## src/design/risc16_instruction_execute_unit_macros.svh

```systemverilog
// Assertion helpers for the execute unit (clk / rst_n in scope).
`ifndef RISC16_INSTRUCTION_EXECUTE_UNIT_MACROS_SVH
`define RISC16_INSTRUCTION_EXECUTE_UNIT_MACROS_SVH

`define R16_ASSERT_IMP(name, ante, cons) \
    name: assert property (@(posedge clk) disable iff (!rst_n) (ante) |-> (cons)) \
        else $error("risc16 implication check failed");

`define R16_ASSERT_NXT(name, ante, cons) \
    name: assert property (@(posedge clk) disable iff (!rst_n) (ante) |=> (cons)) \
        else $error("risc16 next-cycle check failed");

`endif

```

## src/design/risc16_pkg.sv

```systemverilog
`default_nettype none
package risc16_pkg;

    localparam logic [15:0] DSTACK_BASE  = 16'hFFEF;
    localparam logic [15:0] CSTACK_BASE  = 16'hFBEF;
    localparam logic [15:0] CSTACK_LIMIT = 16'hF7EF;
    localparam logic [15:0] PC_CELL      = 16'hFFF0;
    localparam logic [15:0] STATUS_CELL  = 16'hFFF1;
    localparam logic [15:0] PRINT_CELL   = 16'hFFF2;

    localparam logic [1:0] KIND_WRITE = 2'd0;
    localparam logic [1:0] KIND_READ  = 2'd1;
    localparam logic [1:0] KIND_EXEC  = 2'd2;

    localparam logic [2:0] FAULT_NONE   = 3'd0;
    localparam logic [2:0] FAULT_DS_OVF = 3'd1;
    localparam logic [2:0] FAULT_DS_UNF = 3'd2;
    localparam logic [2:0] FAULT_CS_OVF = 3'd3;
    localparam logic [2:0] FAULT_CS_UNF = 3'd4;
    localparam logic [2:0] FAULT_DIV0   = 3'd5;

    localparam logic [4:0] OP_LDI  = 5'd1;
    localparam logic [4:0] OP_LD   = 5'd2;
    localparam logic [4:0] OP_ST   = 5'd3;
    localparam logic [4:0] OP_CALL = 5'd4;
    localparam logic [4:0] OP_RET  = 5'd5;
    localparam logic [4:0] OP_PUSH = 5'd6;
    localparam logic [4:0] OP_POP  = 5'd7;
    localparam logic [4:0] OP_MOV  = 5'd8;
    localparam logic [4:0] OP_ADD  = 5'd9;
    localparam logic [4:0] OP_SUB  = 5'd10;
    localparam logic [4:0] OP_MUL  = 5'd11;
    localparam logic [4:0] OP_DIV  = 5'd12;
    localparam logic [4:0] OP_MOD  = 5'd13;
    localparam logic [4:0] OP_INC  = 5'd14;
    localparam logic [4:0] OP_DEC  = 5'd15;
    localparam logic [4:0] OP_SHL  = 5'd16;
    localparam logic [4:0] OP_SHR  = 5'd17;
    localparam logic [4:0] OP_AND  = 5'd18;
    localparam logic [4:0] OP_NAND = 5'd19;
    localparam logic [4:0] OP_OR   = 5'd20;
    localparam logic [4:0] OP_NOR  = 5'd21;
    localparam logic [4:0] OP_XOR  = 5'd22;
    localparam logic [4:0] OP_CMP  = 5'd23;
    localparam logic [4:0] OP_JMP  = 5'd24;
    localparam logic [4:0] OP_JZ   = 5'd25;
    localparam logic [4:0] OP_JNZ  = 5'd26;
    localparam logic [4:0] OP_JS   = 5'd27;
    localparam logic [4:0] OP_JNS  = 5'd28;
    localparam logic [4:0] OP_HALT = 5'd31;

    typedef struct packed {
        logic        we;
        logic [15:0] waddr;
        logic [15:0] wdata;
        logic [15:0] raddr;
    } mem_req_t;

    typedef struct packed {
        logic        we;
        logic [2:0]  waddr;
        logic [15:0] wdata;
        logic [2:0]  raddr0;
        logic [2:0]  raddr1;
    } rf_req_t;

    typedef struct packed {
        logic        start;
        logic [15:0] dividend;
        logic [15:0] divisor;
    } div_req_t;

    typedef struct packed {
        logic        busy;
        logic        done;
        logic [15:0] quo;
        logic [15:0] rem;
    } div_rsp_t;

endpackage
`default_nettype wire

```

## src/design/risc16_regs.sv

```systemverilog
`default_nettype none
module risc16_regs (
    input  wire logic               clk,
    input  wire logic               rst_n,
    input  wire risc16_pkg::rf_req_t req,
    output logic [15:0]             rdata0,
    output logic [15:0]             rdata1
);
    logic [15:0] rf [8];
    logic [7:0]  valid_reg;
    logic [15:0] rdata0_reg;
    logic [15:0] rdata1_reg;

    // entries never written read as zero
    always_ff @(posedge clk or negedge rst_n)
    begin
        if (!rst_n)
        begin
            valid_reg <= '0;
        end
        else if (req.we)
        begin
            valid_reg[req.waddr] <= 1'b1;
        end
    end

    always_ff @(posedge clk)
    begin
        if (req.we)
        begin
            rf[req.waddr] <= req.wdata;
        end
        rdata0_reg <= valid_reg[req.raddr0] ? rf[req.raddr0] : 16'd0;
        rdata1_reg <= valid_reg[req.raddr1] ? rf[req.raddr1] : 16'd0;
    end

    assign rdata0 = rdata0_reg;
    assign rdata1 = rdata1_reg;
endmodule
`default_nettype wire

```

## config.mk

```make
export PLATFORM = sky130hd
export DESIGN_NAME = risc16_regs
export DESIGN_NICKNAME = d
export VERILOG_FILES = /design/src/design/risc16_instruction_execute_unit_macros.svh /design/src/design/risc16_pkg.sv /design/src/design/risc16_regs.sv
export SDC_FILE = /design/constraint.sdc
export NUM_CORES = 1
export LEC_CHECK = 0
export BUFFER_PORTS_ARGS = -buffer_cell sky130_fd_sc_hd__buf_2
export CAP_MARGIN = 40
export CORE_ASPECT_RATIO = 0.5
export CORE_UTILIZATION = 60
export DETAILED_ROUTE_END_ITERATION = 8
export PLACE_DENSITY = 0.8
export SLEW_MARGIN = 10
export SYNTH_ARGS = -nofsm -noshare
export SYNTH_HDL_FRONTEND = slang
export SYNTH_SLANG_ARGS = --single-unit
```

## constraint.sdc

```tcl
create_clock -name clk -period 3.8 [get_ports clk]
set_clock_uncertainty 0.1 [all_clocks]
set_input_delay 0.57 -clock clk [delete_from_list [all_inputs] [get_ports clk]]
set_output_delay 0.57 -clock clk [all_outputs]
set_load 0.01 [all_outputs]
```

* Word-level counts from Yosys, hierarchy flattened
Memories as Yosys holds them, arrays and structs flattened. A register that Yosys moved wholly into a read port is not among the register bits.
Cells that the tools add are included.
** Cells by class
- Multiplexer cells :: 8
- $lt $le $gt $ge :: 4
- Bitwise logic cells :: 1
- Reduce and logical (&&, ||, !) cells :: 3
** Operator list (number)
- < comparator 3 x 4 -> 1 bit, second input constant :: 3
- bitwise OR 8 bit :: 1
- binary-select mux 1 bit (select 3 bit) :: 2
- 2-to-1 mux 1 bit :: 5
- demux 1 bit (select 3 bit) :: 1
- >= comparator 3 x 1 -> 1 bit, second input constant :: 1
- logical NOT 1 bit :: 2
- logical AND 1 bit :: 1
** Storage, ports and cells
- RAM bits :: 128
- Output and inout port bits :: 32
- Word-level logic and storage cells :: 18
- Memories kept :: 1
- Register bits :: 8
- Bits of input ports :: 28
** Memories
- rf :: depth 8, bits a word 16, rd ports 2, clocked after memory_dff 2, write ports 1, line risc16_regs.sv:9 : logic [15:0] rf [8];

* Logic depth before layout (Yosys ltp)
- Depth in word-level cells :: 5
- Gate-level depth with buffers :: 5
- Depth with buffers taken out :: 3

* Worst setup path before layout
OpenSTA, ideal clock, no wires.
- Kind :: input -> register
- Start point :: in req[22] (netlist name)
- End point :: mem rf[0][0], enable pin
- Arrival :: 1.912 ns
- Path slack :: 1.378 ns
- Cell stages on the path :: 2
- Setup time :: 0.411 ns
- Path buffers :: 0
- Required time :: 3.289 ns
- Cell sequence :: nand2b_1 nor3_1
** RTL lines
- start, declared :: line risc16_regs.sv:5 : input wire risc16_pkg::rf_req_t req,
- end, declared :: line risc16_regs.sv:9
No word-level cell before the write port.

* Final worst setup path
- Start point :: in req[0] (netlist name)
- End point :: reg rdata1_reg[8], in the netlist rdata1[8], read port of rf
** On the way
- Longest elaborated chain between the ends :: 3
** RTL lines
- binary-select mux 1 bit (select 3 bit) :: line risc16_regs.sv:34 : rdata1_reg <= valid_reg[req.raddr1] ? rf[req.raddr1] : 16'd0;
- 2-to-1 mux 1 bit (implied by the code) :: line risc16_regs.sv:34
- logical NOT 1 bit (no line)
- end, declared :: line risc16_regs.sv:12 : logic [15:0] rdata1_reg;
Several ways; a longest one is shown, not always the timed one. The select of a mux whose other input is x is not followed.
A chain may end at the register's enable or synchronous reset.

==> impl_summary.txt <==
----------------------------------------------------
[Outcome]
  Outcome ... finished clean

[STA]
  Max Transition Viols Final ... 0
  Relative slew slack ... 0.603
  Minimum period implied by the final worst setup slack ... 2250 ps
  Fmax achieved ... between 400 and 500 MHz
  Setup TNS ... 0 ps
  Post-route fraction of the period consumed by the critical path ... 0.593
  Endpoints failing hold ... 0
  Actual slew at the worst max-slew pin ... 583 ps
  RSZ-0062 raised after global routing ... false
  Setup-failing EPs final ... 0

[Pwr]
  Switching Fraction ... 0.219
  P per Cell Area ... 506 mW/mm²
  Worst IR drop on VDD ... 0.000364 V
  Portion of total power attributed to combinational logic ... 0.097
  Leakage power figure ... 2.91 nW
  Post-layout total power ... 4.16 mW
  Net Sw Power ... ~910 µW
  Share of power burned in the clock network ... 0.394
  Internal Dissipation ... 3.25 mW
  Relative contribution of sequential cells to total power ... 0.509

[Clock tree]
  Number of CTS-inserted buffers ... 17
  Clock transition time at the flip-flop clock pins of the worst setup and hold paths ... 60 ps
  Clock tree buffer depth ... 2
  TritonCTS sink count ... 168
  Clock latency reported for the late side of the worst-skew pair ... 410 ps
  Post-CTS setup repair buffer count ... 0
  Deepest level of the CTS H-tree ... 4
  Cell at the root of the clock tree ... sky130_fd_sc_hd__clkbuf_16
  TritonCTS clock tree ... built

[Worst setup path]
  R2r endpoint ... rdata1[8]$_SDFF_PN0_
  Worst EP required ... 4000 ps
  Crit Path Class ... input pin to register
  Nature of the critical path startpoint ... input pin
  Maximum fanout encountered on the critical timing path ... 12
  Data arrival time of the worst path ... around 2500 ps
  Register-to-Register Path Depth ... 4
  Critical Path Start ... req[0]
  Worst R2R Setup Slack ... approximately 1800 ps
  Worst setup path endpoint ... rdata1[8]$_SDFF_PN0_
  Capturing element type of the critical path ... register
  Worst R2R Start ... valid_reg[5]$_DFFE_PN0P_

[GRT]
  GRT Overall Usage ... 0.256
  Global-route wire length before repair ... 21.5 mm
  Number of antenna violations at the first check in global routing ... 1
  Number of global-route vias before repair ... between 3,000 and 4,000
  Pin count of the biggest net entering global routing ... 21
  Congestion Overflow GR ... 0

[Synthesis]
  Post-synthesis instance total ... 345
  Mean Syn Cell Area ... 20.8 µm²
  Synthesized net count ... approximately 370
  Cell area after synthesis ... 0.00717 mm²
  Dominant cells by area after synthesis ... sky130_fd_sc_hd__edfxtp_1 54%, sky130_fd_sc_hd__mux4_2 18%, sky130_fd_sc_hd__dfxtp_1 8.9%
  Seq/Total Area, Yosys ... 0.653
  Library cell with the largest summed area after synthesis ... sky130_fd_sc_hd__edfxtp_1
  Flip-flop and latch count after synthesis ... 168
  Number of warnings reported in the yosys synthesis log ... 0
  Netlist cell types ... 22
  Proportion of netlist area held by the largest area contributor ... 0.536

[Die]
  I/O pin count ... 60
  Starting utilization of the core area ... 0.634
  Std cell rows ... 27
  Area inside the core boundary ... approximately 0.011 mm²
  Horizontal die dimension ... 157 µm
  Die outline area ... 0.0124 mm²
  Die height ... 79.3 µm

[Finish]
  Area of all placed cells without fillers ... 0.00823 mm²
  Share of post-route cells with drive strength above 1 ... 0.454
  Flip-flop count of the largest register after layout ... 128
  Synth-to-layout area growth ... 14.6%
  Final-stage net count ... between 400 and 500
  Fraction of the core area covered by cells at the end of the flow ... 0.727
  Diodes inserted ... 0

[Run]
  Count of maximum capacitance violations ... 0

[Routing]
  Number of vias per cell ... approximately 6.3
  Total number of vias ... 3,736
  Total wire length after detailed routing ... 14.4 mm
  Detailed router's first-iteration violation count ... 325
  WL/cell ... 24.3 µm
  First-pass iteration count of the detailed router ... 4
  Post-detailed-route count of antenna-violating nets ... 0
  Post-detailed-route DRC marker count ... 0

[Place]
  Standard cell area after detailed placement ... about 0.0077 mm²
  Routability congestion estimate from global placement ... 0.747
  IO Port Bufs ... just under 60
  DP HPWL ... 8.83 mm

[Min path]
  Type of the most critical hold path ... input pin to register

----------------------------------------------------
-- cells by family (layout without fill, tap and decap cells) --
group                  count (synthesis)  in the layout  share of synthesized area
muxes                                102            102                      0.269
DFF                                  168            168                      0.653
and+or+nand+nor                       53             53                     0.0528
buffers and inverters                 22            111                     0.0248
-- Yosys cell counts --
| cell | number |
|---|---|
| sky130_fd_sc_hd__buf_1 | 1 |
| sky130_fd_sc_hd__buf_12 | 2 |
| sky130_fd_sc_hd__buf_2 | 8 |
| sky130_fd_sc_hd__buf_4 | 2 |
| sky130_fd_sc_hd__buf_6 | 4 |
| sky130_fd_sc_hd__buf_8 | 1 |
| sky130_fd_sc_hd__clkbuf_1 | 3 |
| sky130_fd_sc_hd__clkbuf_4 | 1 |
| sky130_fd_sc_hd__dfrtp_1 | 8 |
| sky130_fd_sc_hd__dfxtp_1 | 32 |
| sky130_fd_sc_hd__edfxtp_1 | 128 |
| sky130_fd_sc_hd__mux2i_1 | 32 |
| sky130_fd_sc_hd__mux2i_4 | 2 |
| sky130_fd_sc_hd__mux4_1 | 7 |
| sky130_fd_sc_hd__mux4_2 | 57 |
| sky130_fd_sc_hd__mux4_4 | 4 |
| sky130_fd_sc_hd__nand2_1 | 2 |
| sky130_fd_sc_hd__nand2b_1 | 3 |
| sky130_fd_sc_hd__nor2_1 | 18 |
| sky130_fd_sc_hd__nor2_4 | 20 |
| sky130_fd_sc_hd__nor3_1 | 2 |
| sky130_fd_sc_hd__or2_2 | 8 |
-- power groups by stage --
stage	sequential, mW	combinational, mW	clock (mW)
2_1_floorplan	2.17	0.250	0
3_3_place_gp	2.14	0.393	0
3_5_place_dp	2.15	0.403	0
4_1_cts	2.12	0.408	1.65
5_1_grt	2.12	0.429	1.73
6_report	2.12	0.404	1.64
-- timing repair --
action	CTS	global route
hold endpoints to repair	8	0
hold buffers	1	0
resized for setup	0	0
setup endpoints to repair	0	0
-- worst max-delay path: stages --
cell and delay, ps:
sky130_fd_sc_hd__buf_2 370, sky130_fd_sc_hd__mux4_2 590, sky130_fd_sc_hd__mux2i_4 500, sky130_fd_sc_hd__buf_4 350, sky130_fd_sc_hd__nor2_4 50
-- worst min path at each step --
stage	startpoint	end	cells after the start
final	req[17]	rf[3][11]$_DFFE_PP_	1
after detailed placement	rst_n	valid_reg[2]$_DFFE_PN0P_	1
after global routing	req[17]	rf[6][11]$_DFFE_PP_	1
after floorplan	rst_n	valid_reg[0]$_DFFE_PN0P_	0
after global placement	rst_n	valid_reg[7]$_DFFE_PN0P_	1
after CTS	req[17]	rf[3][11]$_DFFE_PP_	1
-- metrics by stage --
| step | hold slack [ps] | std cells | setup WS [ps] |
|---|---|---|---|
| after floorplan | 174 | 345 | 1380 |
| after global placement | 309 | 560 | 1100 |
| after detailed placement | 314 | 560 | 1080 |
| after CTS | 307 | 593 | 1540 |
| after global routing | 310 | 593 | 1460 |
| final | 319 | 593 | 1550 |
-- cell usage in the layout (no fill, tap or decap), types with 7 or more instances in the layout --
master,netlist,layout
sky130_fd_sc_hd__mux4_1,7,7
sky130_fd_sc_hd__nor2_1,18,18
sky130_fd_sc_hd__mux4_2,57,57
sky130_fd_sc_hd__mux2i_1,32,32
sky130_fd_sc_hd__dfxtp_1,32,32
sky130_fd_sc_hd__edfxtp_1,128,128
sky130_fd_sc_hd__buf_2,8,59
sky130_fd_sc_hd__nor2_4,20,20
sky130_fd_sc_hd__clkbuf_16,0,17
sky130_fd_sc_hd__buf_4,2,18
sky130_fd_sc_hd__dfrtp_1,8,8
sky130_fd_sc_hd__or2_2,8,8
-- per-layer routing --
layer | wire [µm] | GRT usage | vias up
li1 | - | - | 1564
met1 | 5620 | 0.323 | 1920
met2 | 7140 | 0.420 | 210
met3 | 1230 | 0.0688 | 40
met4 | 434 | 0.124 | 2
met5 | 10 | 0 | -
-- final cells by class --
type,instances,area (µm²)
sequential,168,4680
fill,636,3090
multi-input combinational,155,2320
timing repair buffer,79,460
clock buffer,23,458
tap,159,199
clock inverter,9,101
Power figures use the tool's default switching activity.
