==> src/design/risc16_instruction_execute_unit_macros.svh <==
// Assertion helpers for the execute unit (clk / rst_n in scope).
`ifndef RISC16_INSTRUCTION_EXECUTE_UNIT_MACROS_SVH
`define RISC16_INSTRUCTION_EXECUTE_UNIT_MACROS_SVH

`define R16_ASSERT_IMP(name, ante, cons) \
    name: assert property (@(posedge clk) disable iff (!rst_n) (ante) |-> (cons)) \
        else $error("risc16 implication check failed");

`define R16_ASSERT_NXT(name, ante, cons) \
    name: assert property (@(posedge clk) disable iff (!rst_n) (ante) |=> (cons)) \
        else $error("risc16 next-cycle check failed");

`endif

==> src/design/risc16_pkg.sv <==
`default_nettype none
package risc16_pkg;

    localparam logic [15:0] DSTACK_BASE  = 16'hFFEF;
    localparam logic [15:0] CSTACK_BASE  = 16'hFBEF;
    localparam logic [15:0] CSTACK_LIMIT = 16'hF7EF;
    localparam logic [15:0] PC_CELL      = 16'hFFF0;
    localparam logic [15:0] STATUS_CELL  = 16'hFFF1;
    localparam logic [15:0] PRINT_CELL   = 16'hFFF2;

    localparam logic [1:0] KIND_WRITE = 2'd0;
    localparam logic [1:0] KIND_READ  = 2'd1;
    localparam logic [1:0] KIND_EXEC  = 2'd2;

    localparam logic [2:0] FAULT_NONE   = 3'd0;
    localparam logic [2:0] FAULT_DS_OVF = 3'd1;
    localparam logic [2:0] FAULT_DS_UNF = 3'd2;
    localparam logic [2:0] FAULT_CS_OVF = 3'd3;
    localparam logic [2:0] FAULT_CS_UNF = 3'd4;
    localparam logic [2:0] FAULT_DIV0   = 3'd5;

    localparam logic [4:0] OP_LDI  = 5'd1;
    localparam logic [4:0] OP_LD   = 5'd2;
    localparam logic [4:0] OP_ST   = 5'd3;
    localparam logic [4:0] OP_CALL = 5'd4;
    localparam logic [4:0] OP_RET  = 5'd5;
    localparam logic [4:0] OP_PUSH = 5'd6;
    localparam logic [4:0] OP_POP  = 5'd7;
    localparam logic [4:0] OP_MOV  = 5'd8;
    localparam logic [4:0] OP_ADD  = 5'd9;
    localparam logic [4:0] OP_SUB  = 5'd10;
    localparam logic [4:0] OP_MUL  = 5'd11;
    localparam logic [4:0] OP_DIV  = 5'd12;
    localparam logic [4:0] OP_MOD  = 5'd13;
    localparam logic [4:0] OP_INC  = 5'd14;
    localparam logic [4:0] OP_DEC  = 5'd15;
    localparam logic [4:0] OP_SHL  = 5'd16;
    localparam logic [4:0] OP_SHR  = 5'd17;
    localparam logic [4:0] OP_AND  = 5'd18;
    localparam logic [4:0] OP_NAND = 5'd19;
    localparam logic [4:0] OP_OR   = 5'd20;
    localparam logic [4:0] OP_NOR  = 5'd21;
    localparam logic [4:0] OP_XOR  = 5'd22;
    localparam logic [4:0] OP_CMP  = 5'd23;
    localparam logic [4:0] OP_JMP  = 5'd24;
    localparam logic [4:0] OP_JZ   = 5'd25;
    localparam logic [4:0] OP_JNZ  = 5'd26;
    localparam logic [4:0] OP_JS   = 5'd27;
    localparam logic [4:0] OP_JNS  = 5'd28;
    localparam logic [4:0] OP_HALT = 5'd31;

    typedef struct packed {
        logic        we;
        logic [15:0] waddr;
        logic [15:0] wdata;
        logic [15:0] raddr;
    } mem_req_t;

    typedef struct packed {
        logic        we;
        logic [2:0]  waddr;
        logic [15:0] wdata;
        logic [2:0]  raddr0;
        logic [2:0]  raddr1;
    } rf_req_t;

    typedef struct packed {
        logic        start;
        logic [15:0] dividend;
        logic [15:0] divisor;
    } div_req_t;

    typedef struct packed {
        logic        busy;
        logic        done;
        logic [15:0] quo;
        logic [15:0] rem;
    } div_rsp_t;

endpackage
`default_nettype wire

==> src/design/risc16_div.sv <==
`default_nettype none
module risc16_div (
    input  wire logic                clk,
    input  wire logic                rst_n,
    input  wire risc16_pkg::div_req_t req,
    output risc16_pkg::div_rsp_t      rsp
);
    logic        busy_reg;
    logic        done_reg;
    logic [4:0]  cnt_reg;
    logic [15:0] quo_reg;
    logic [15:0] rem_reg;
    logic [15:0] dsr_reg;
    logic [16:0] trial;

    assign trial = {rem_reg, quo_reg[15]} - {1'b0, dsr_reg};

    always_ff @(posedge clk or negedge rst_n)
    begin
        if (!rst_n)
        begin
            busy_reg <= 1'b0;
            done_reg <= 1'b0;
            cnt_reg  <= '0;
        end
        else
        begin
            done_reg <= 1'b0;
            if (req.start)
            begin
                busy_reg <= 1'b1;
                cnt_reg  <= 5'd16;
            end
            else if (busy_reg)
            begin
                cnt_reg <= cnt_reg - 5'd1;
                if (cnt_reg == 5'd1)
                begin
                    busy_reg <= 1'b0;
                    done_reg <= 1'b1;
                end
            end
        end
    end

    // restoring division, one quotient bit per cycle
    always_ff @(posedge clk)
    begin
        if (req.start)
        begin
            quo_reg <= req.dividend;
            rem_reg <= '0;
            dsr_reg <= req.divisor;
        end
        else if (busy_reg)
        begin
            if (!trial[16])
            begin
                rem_reg <= trial[15:0];
                quo_reg <= {quo_reg[14:0], 1'b1};
            end
            else
            begin
                rem_reg <= {rem_reg[14:0], quo_reg[15]};
                quo_reg <= {quo_reg[14:0], 1'b0};
            end
        end
    end

    assign rsp.busy = busy_reg;
    assign rsp.done = done_reg;
    assign rsp.quo  = quo_reg;
    assign rsp.rem  = rem_reg;
endmodule
`default_nettype wire

==> config.mk <==
export PLATFORM = sky130hd
export DESIGN_NAME = risc16_div
export DESIGN_NICKNAME = d
export VERILOG_FILES = /design/src/design/risc16_instruction_execute_unit_macros.svh /design/src/design/risc16_pkg.sv /design/src/design/risc16_div.sv
export SDC_FILE = /design/constraint.sdc
export NUM_CORES = 1
export LEC_CHECK = 0
export BUFFER_PORTS_ARGS = -buffer_cell sky130_fd_sc_hd__buf_4
export CAP_MARGIN = 10
export CORE_MARGIN = 1.5
export CORE_UTILIZATION = 55
export DETAILED_ROUTE_END_ITERATION = 8
export PLACE_DENSITY = 0.8
export RECOVER_POWER = 25
export SLEW_MARGIN = 20
export SYNTH_ARGS = -nofsm -noshare
export SYNTH_HDL_FRONTEND = slang
export SYNTH_SLANG_ARGS = --single-unit
==> constraint.sdc <==
create_clock -name clk -period 4.3 [get_ports clk]
set_input_delay 0.645 -clock clk [delete_from_list [all_inputs] [get_ports clk]]
set_output_delay 0.645 -clock clk [all_outputs]
set_load 0.005 [all_outputs]
Word-level counts from Yosys, hierarchy flattened
Cells that the tools add are included.
W data, S select, Z words.

word-level totals
  output and inout port bits = 34
  register bits = 55

operators by class
  add/subtract/negate cells = 2
  reductions and logical operators = 1
  muxes and demuxes = 12
  equality and inequality tests = 1

operators with widths
  operator               number
  $mux W16               3
  $sub A17 B16 Y17       1
  $mux W5                2
  $mux W1                7
  $eq A5 B1 Y1 const B   1
  $sub A5 B1 Y5 const B  1
  $reduce_bool A2 Y1     1

Depth between registers and ports, before layout
Gate-level depths: netlist (run 1).

  depth after elaboration = 4
  gate-level depth with buffers = 10

Worst setup path before layout (run 1)
No wires, ideal clock.

  path kind = register -> register
  start point = register quo_reg[15]
  end point = register rem_reg[5]
  library setup time = 0.149 ns
  setup slack = 1.942 ns
  path buffers = 1
  arrival = 2.209 ns
  stages on the path, launching flop included = 11
  cell sequence = edfxtp_1 > inv_1 > ha_1 > fa_1 > nand2b_1 > a21oi_4 > o2111ai_2 > and3_1 > buf_4 > nor4_1 > a311oi_1

on the way
  cells in the longest elaborated chain, start to end = 2

RTL lines
  element                 RTL line          text
  from (decl)             risc16_div.sv:11  logic [15:0] quo_reg;
  from (signal assigned)  risc16_div.sv:51  quo_reg <= req.dividend;
  from (signal assigned)  risc16_div.sv:60  quo_reg <= {quo_reg[14:0], 1'b1};
  from (signal assigned)  risc16_div.sv:65  quo_reg <= {quo_reg[14:0], 1'b0};
  $sub A17 B16 Y17        risc16_div.sv:16  assign trial = {rem_reg, quo_reg[15]} - {1'b0, dsr_reg};
  $mux W16                risc16_div.sv:57  if (!trial[16])
  to (signal assigned)    risc16_div.sv:59  rem_reg <= trial[15:0];
  to (signal assigned)    risc16_div.sv:64  rem_reg <= {rem_reg[14:0], quo_reg[15]};
  to (decl)               risc16_div.sv:12  logic [15:0] rem_reg;

Every way passes these cells.
A chain may end at the register's enable or synchronous reset.

Worst setup path in the final report (run 1)
Same ends and word-level chain as after synthesis.

==> results of run 1 <==
## power by group
part           switching (mW)  internal, mW
clock network           0.180         0.117
registers               0.117         0.679
logic                   0.598         0.481
total                   0.894          1.28
## worst reg2reg max path, stage by stage (launching register included)
cell and delay, ps:
edfxtp_1 390, inv_1 60, ha_1 220, fa_1 380, nand2b_1 230, a21oi_4 240
o2111ai_2 220, nand3_2 300, nand2_1 170, a311oi_1 330
## per-stage QoR
step | std cells | area, um^2
floorplan | 337 | 3400
global placement | 464 | 3920
detailed placement | 464 | 3920
CTS | 472 | 4010
global route | 472 | 4000
finish | 472 | 4000
## Yosys cell counts, drive strengths merged (3+ instances only)
| cell type | count |
|---|---|
| edfxtp | 32 |
| inv | 26 |
| nand2 | 24 |
| a21oi | 22 |
| nor2 | 22 |
| ha | 18 |
| nand3 | 17 |
| dfxtp | 16 |
| o21ai | 16 |
| mux2 | 15 |
| a311oi | 10 |
| buf | 10 |
| a211oi | 9 |
| o21a | 8 |
| and3 | 7 |
| clkbuf | 7 |
| dfrtp | 7 |
| nor3 | 7 |
| nand2b | 5 |
| nand4 | 5 |
| o211ai | 5 |
| xnor2 | 5 |
| o2111ai | 4 |
| xor2 | 4 |
| a21o | 3 |
| and2 | 3 |
| nor2b | 3 |
| o221ai | 3 |
| or3 | 3 |
## kinds of logic (layout without fill, tap and decap cells)
group / after synthesis / count (layout) / synth area share
AO/OA/AOI/OAI: 92 / 92 / 0.210
XOR/XNOR: 9 / 9 / 0.0232
adder cells (fa/ha/maj): 19 / 19 / 0.0722
buffers and inverters: 44 / 104 / 0.0578
flip-flops: 55 / 55 / 0.429
multiplexers: 15 / 15 / 0.0497
AND/OR/NAND/NOR: 103 / 103 / 0.158
## layout make-up
cell class,instances,area share
multi-input cells,238,0.436
well taps,75,0.0234
repair buffers,69,0.128
inverters,27,0.0253
flip-flops and latches,55,0.364
clock buffers,5,0.0172
clock inverters,3,0.00563
## routing by layer
layer  vias up  GRT usage  share of wire
li1       1376          -              -
met1      1315      0.342           0.43
met2       118      0.402           0.49
met3        10     0.0344          0.069
met4         0     0.0610          0.012
met5         -          0              0
## cell usage in the layout (no fill, tap or decap), drive strengths merged, types with 8 or more instances in the layout
cell,count
a211oi,9
a21oi,22
a311oi,10
buf,52
clkbuf,22
dfxtp,16
edfxtp,32
ha,18
inv,27
mux2,15
nand2,24
nand3,17
nor2,22
o21a,8
o21ai,16
## final timing paths
path / slack (ps) / from / to
worst max-delay path: 1660 / quo_reg[15] / rem_reg[5]
worst min-delay path: 200 / rst_n / busy_reg
worst max register to register: 1660 / quo_reg[15] / rem_reg[5]
worst min register to register: 560 / rem_reg[4] / rem_reg[5]
max in group asynchronous: 3830 / rst_n / cnt_reg[1]
min in group clk: 520 / req[13] / dsr_reg[13]
==> flow_metrics.tcl, run 1 <==
set metrics [dict create \
    outcome "finished, final reports clean" \
    maxCapViolCount 0 \
    synth_top_area_frac 0.283 \
    holdWs_ps 203 \
    crit_type "flop to flop" \
    root_buffer "clkbuf_8" \
    numCtsBuffers 5 \
    start_util 0.571 \
    hold_viol 0 \
    diodes 0 \
    clock_sinks 55 \
    synth_top_cell_by_area "edfxtp_1" \
    max_stage_delay_ps 390 \
    synth-edff-count 32 \
    fmax_ghz 0.379 \
    fp.dieH_um 81.6 \
    track_usage 0.245 \
    routed_wl_um 7790 \
    period_needed_ps 2640 \
    slew_violations 0 \
    crit_fanout 14 \
    cts_tree "built" \
    cp_slowest_cell "edfxtp_1" \
    ys_top_cells_by_area "edfxtp_1 28%, dfxtp_1 9.4%, ha_1 6.6%, dfrtp_1 5.2%, mux2_2 5.0%" \
    grt_max_degree 53 \
    worst_setup_path_start_kind "flop" \
    place_congestion 0.866 \
    register_area_um2 1460 \
    drc 0 \
    power.leakage_nw 1.71 \
    crit_chain "inv_1 -> ha_1 -> fa_1 -> nand2b_1 -> a21oi_4 -> o2111ai_2 -> nand3_2 -> nand2_1 -> a311oi_1" \
    cts_max_path_buffers 2 \
    ctsHoldBuffers 0 \
    dieArea_um2 6660 \
    fin_crit_sh 0.614 \
    grt_pass1_wl_um 12400 \
    arrival_ps 2850 \
    portBuffers 68 \
    async_reset_ff_frac 0.127 \
    first_global_vias 2601 \
    clock_latency_ps 310 \
    tns_ps 0 \
    fin_nets 450 \
    antenna_found_initial 0 \
    worst_slew_pin_slew_ps 638 \
    dieWidth_um 81.6 \
    core-area_um2 5960 \
    end_kind "flop" \
    dpl.hpwl_um 5810 \
    setup_viol 0 \
    syn_area_um2 3400 \
    fin_util 0.672 \
    drtAntennaViolNets 0 \
    yosysUniqueCellTypes 61 \
    fp-row-count 28 \
    cp.depth 9 \
    crit_buf_inv 1 \
    fill_cells 473 \
    h-tree-depth 2 \
    first_iter_violations 278 \
    r2r.worst_path.cells 9 \
    setup_ws_ps 1660 \
    areaGrowthSynthToFinish_pct 17.8 \
    ys_seq_area_frac 0.429 \
    power_mw 2.17 \
    layout-drive-gt1-share 0.280 \
    cp.required_ps 4510 \
    slew_headroom 0.575 \
    vdd_drop_max_mv 0.274 \
    multi_input_area_um2 1750 \
    rsz0062_at_grt "false" \
    p_per_area_nw_per_um2 542 \
    yosysWarningCount 0 \
    path_clk_slew_ps 100 \
    post_cts_buffers 0 \
    pre_cts_slack_ps 1690 \
    synth_flop_cell "edfxtp_1" \
    drt_first_pass_iters 5 \
    synth_area_per_cell_um2 10.1 \
    fin_skew_ps 8.86 \
    synthCells 337 \
    critical_path.top_delay_family "compound AO/OA/AOI/OAI gates" \
    synth-seq-cells 55 \
    syn-num-nets 391 \
    hold_path.class "input pin to async pin" \
    drt-wirelength-per-cell_um 16.5 \
    cts_resized 0 \
    vias 2819 \
    gr-total-overflow 0 \
    viasPerCell 5.97 \
    io_pins 69 \
]
(Power assumes the default switching activity.)
==> run 2, diff against run 1 <==
clock period = 2.6 ns   (was 4.3 ns; I/O delays follow)
==> run 2 against run 1 <==
  * Register-to-register slack got worse by 1600 ps
  * Worst hold slack better by 52 ps
  * Fmax rose by 4.6%
  * Combinational power up 79%
  * Sequential share of layout area decreased by 1.2 points
  * Total power is 73% higher
  * Routed wire length rose by 7.5%
  * Utilization up 2.3 points
  * Final cell count up 2.8%
  * Clock power increased by 75%
  * First-iteration DRC count down 19%
  * Critical endpoint is now rem_reg[6]
  * Largest cell class unchanged
  * Largest power group unchanged
==> flow_metrics.tcl, run 2 (synthesis results as in run 1) <==
set metrics [dict create \
    final_area_um2 4140 \
    crit_fanout 11 \
    mostFrequentLayoutCells "64 x buf_4, 32 x edfxtp_1, 26 x inv_1" \
    start_util 0.571 \
    first_iter_violations 226 \
    dpl.hpwl_um 6090 \
    drtAntennaViolNets 0 \
    fin_crit_sh 0.971 \
    diodes 0 \
    fin_cells 485 \
    worst_slew_pin_slew_ps 544 \
    vdd_drop_max_mv 0.427 \
    power_switching_mw 1.56 \
    antenna_found_initial 0 \
    layout-drive-gt1-share 0.305 \
    tns_ps 0 \
    end_kind "flop" \
    dp.cells 473 \
    period_needed_ps 2520 \
    outcome "finished, final reports clean" \
    fp-row-count 28 \
    clock_latency_ps 330 \
    placed_cell_area_um2 3980 \
    swShare 0.414 \
    dieWidth_um 81.6 \
    seqPwrFrac 0.347 \
    grt_max_degree 38 \
    grt_pass1_wl_um 12900 \
    final_common_cell "buf_4" \
    first_global_vias 2665 \
    maxCapViolCount 0 \
    place_congestion 0.913 \
    path_clk_slew_ps 120 \
    power_mw 3.76 \
    fill_cells 444 \
    slew_headroom 0.635 \
    areaGrowthSynthToFinish_pct 21.8 \
    crit_type "flop to flop" \
    drt-wirelength-per-cell_um 17.3 \
    cts_tree "built" \
    h-tree-depth 2 \
    cts_max_path_buffers 2 \
    slew_violations 0 \
    p_per_area_nw_per_um2 907 \
    hold_viol 0 \
    dieArea_um2 6660 \
    fin_nets 463 \
    worst_setup_path_start_kind "flop" \
    io_pins 69 \
    p_int_mw 2.20 \
    cp.required_ps 2850 \
    vias 2917 \
    fmax_ghz 0.396 \
    setup_viol 0 \
    power.leakage_nw 1.78 \
    track_usage 0.254 \
    clock_sinks 55 \
    hold_path.class "input pin to flop" \
    routed_wl_um 8380 \
    power_frac_comb 0.514 \
    arrival_ps 2770 \
    viasPerCell 6.01 \
    root_buffer "clkbuf_8" \
    p_clk_frac 0.138 \
    core-area_um2 5960 \
    portBuffers 68 \
    drt_first_pass_iters 6 \
    gr-total-overflow 0 \
    fin_skew_ps 14.5 \
    fp.dieH_um 81.6 \
    drc 0 \
    numCtsBuffers 5 \
]
==> run 2: final cells by class <==
cell class	count	area [um^2]	area share
flip-flops and latches	55	1460	0.352
inverters	27	101	0.0245
repair buffers	82	614	0.148
multi-input cells	238	1780	0.429
clock inverters	3	28.8	0.00695
well taps	75	93.8	0.0227
clock buffers	5	68.8	0.0166
==> run 2: metrics by stage <==
stage,hold slack (ps),util,setup WS (ps)
2_1_floorplan,94.4,-,242
3_3_place_gp,206,0.669,142
3_5_place_dp,207,0.669,34.4
4_1_cts,232,0.687,7.27
5_1_grt,244,0.695,-33.2
6_report,255,0.695,75.8
==> run 2: worst max-delay path, cell delays in order, from the launching register on <==
cell	delay, ps
edfxtp_1	370
inv_1	50
ha_1	210
fa_1	380
nand2b_1	250
a21oi_4	260
o2111ai_4	210
nand3_4	210
buf_4	150
nand3_1	90
a311oi_2	280
==> run 2: path summary, 6_finish.rpt <==
path | from | to | slack (ps) | cells after the start
worst max-delay path | quo_reg[15] | rem_reg[6] | 80 | 10
worst min-delay path | req[11] | dsr_reg[11] | 260 | 1
worst max register to register | quo_reg[15] | rem_reg[6] | 80 | 10
worst min register to register | cnt_reg[4] | cnt_reg[4] | 540 | 2
max in group asynchronous | rst_n | cnt_reg[0] | 1850 | 2
min in group asynchronous | rst_n | done_reg | 490 | 2
==> run 2: power groups by stage <==
stage	combinational, mW	clock, mW	sequential (mW)
final	1.93	0.520	1.30
after global routing	2.12	0.561	1.33
after CTS	1.83	0.527	1.30
after detailed placement	1.81	0	1.32
after global placement	1.77	0	1.31
after floorplan	1.29	0	1.27
==> run 2: repair_timing <==
item,in CTS,in global routing
endpoints found under the setup margin,1,16
resized for setup,1,5
buffers inserted,0,3
pin swaps,0,3
hold buffers,1,0
hold endpoints to repair,7,0
==> run 2: metal layers <==
metal / global-route usage / up-vias / wire length, um
met5: 0 / - / 0
met4: 0.0847 / 0 / 199
met3: 0.0489 / 30 / 664
met2: 0.393 / 127 / 3900
met1: 0.357 / 1356 / 3610
li1: - / 1404 / -
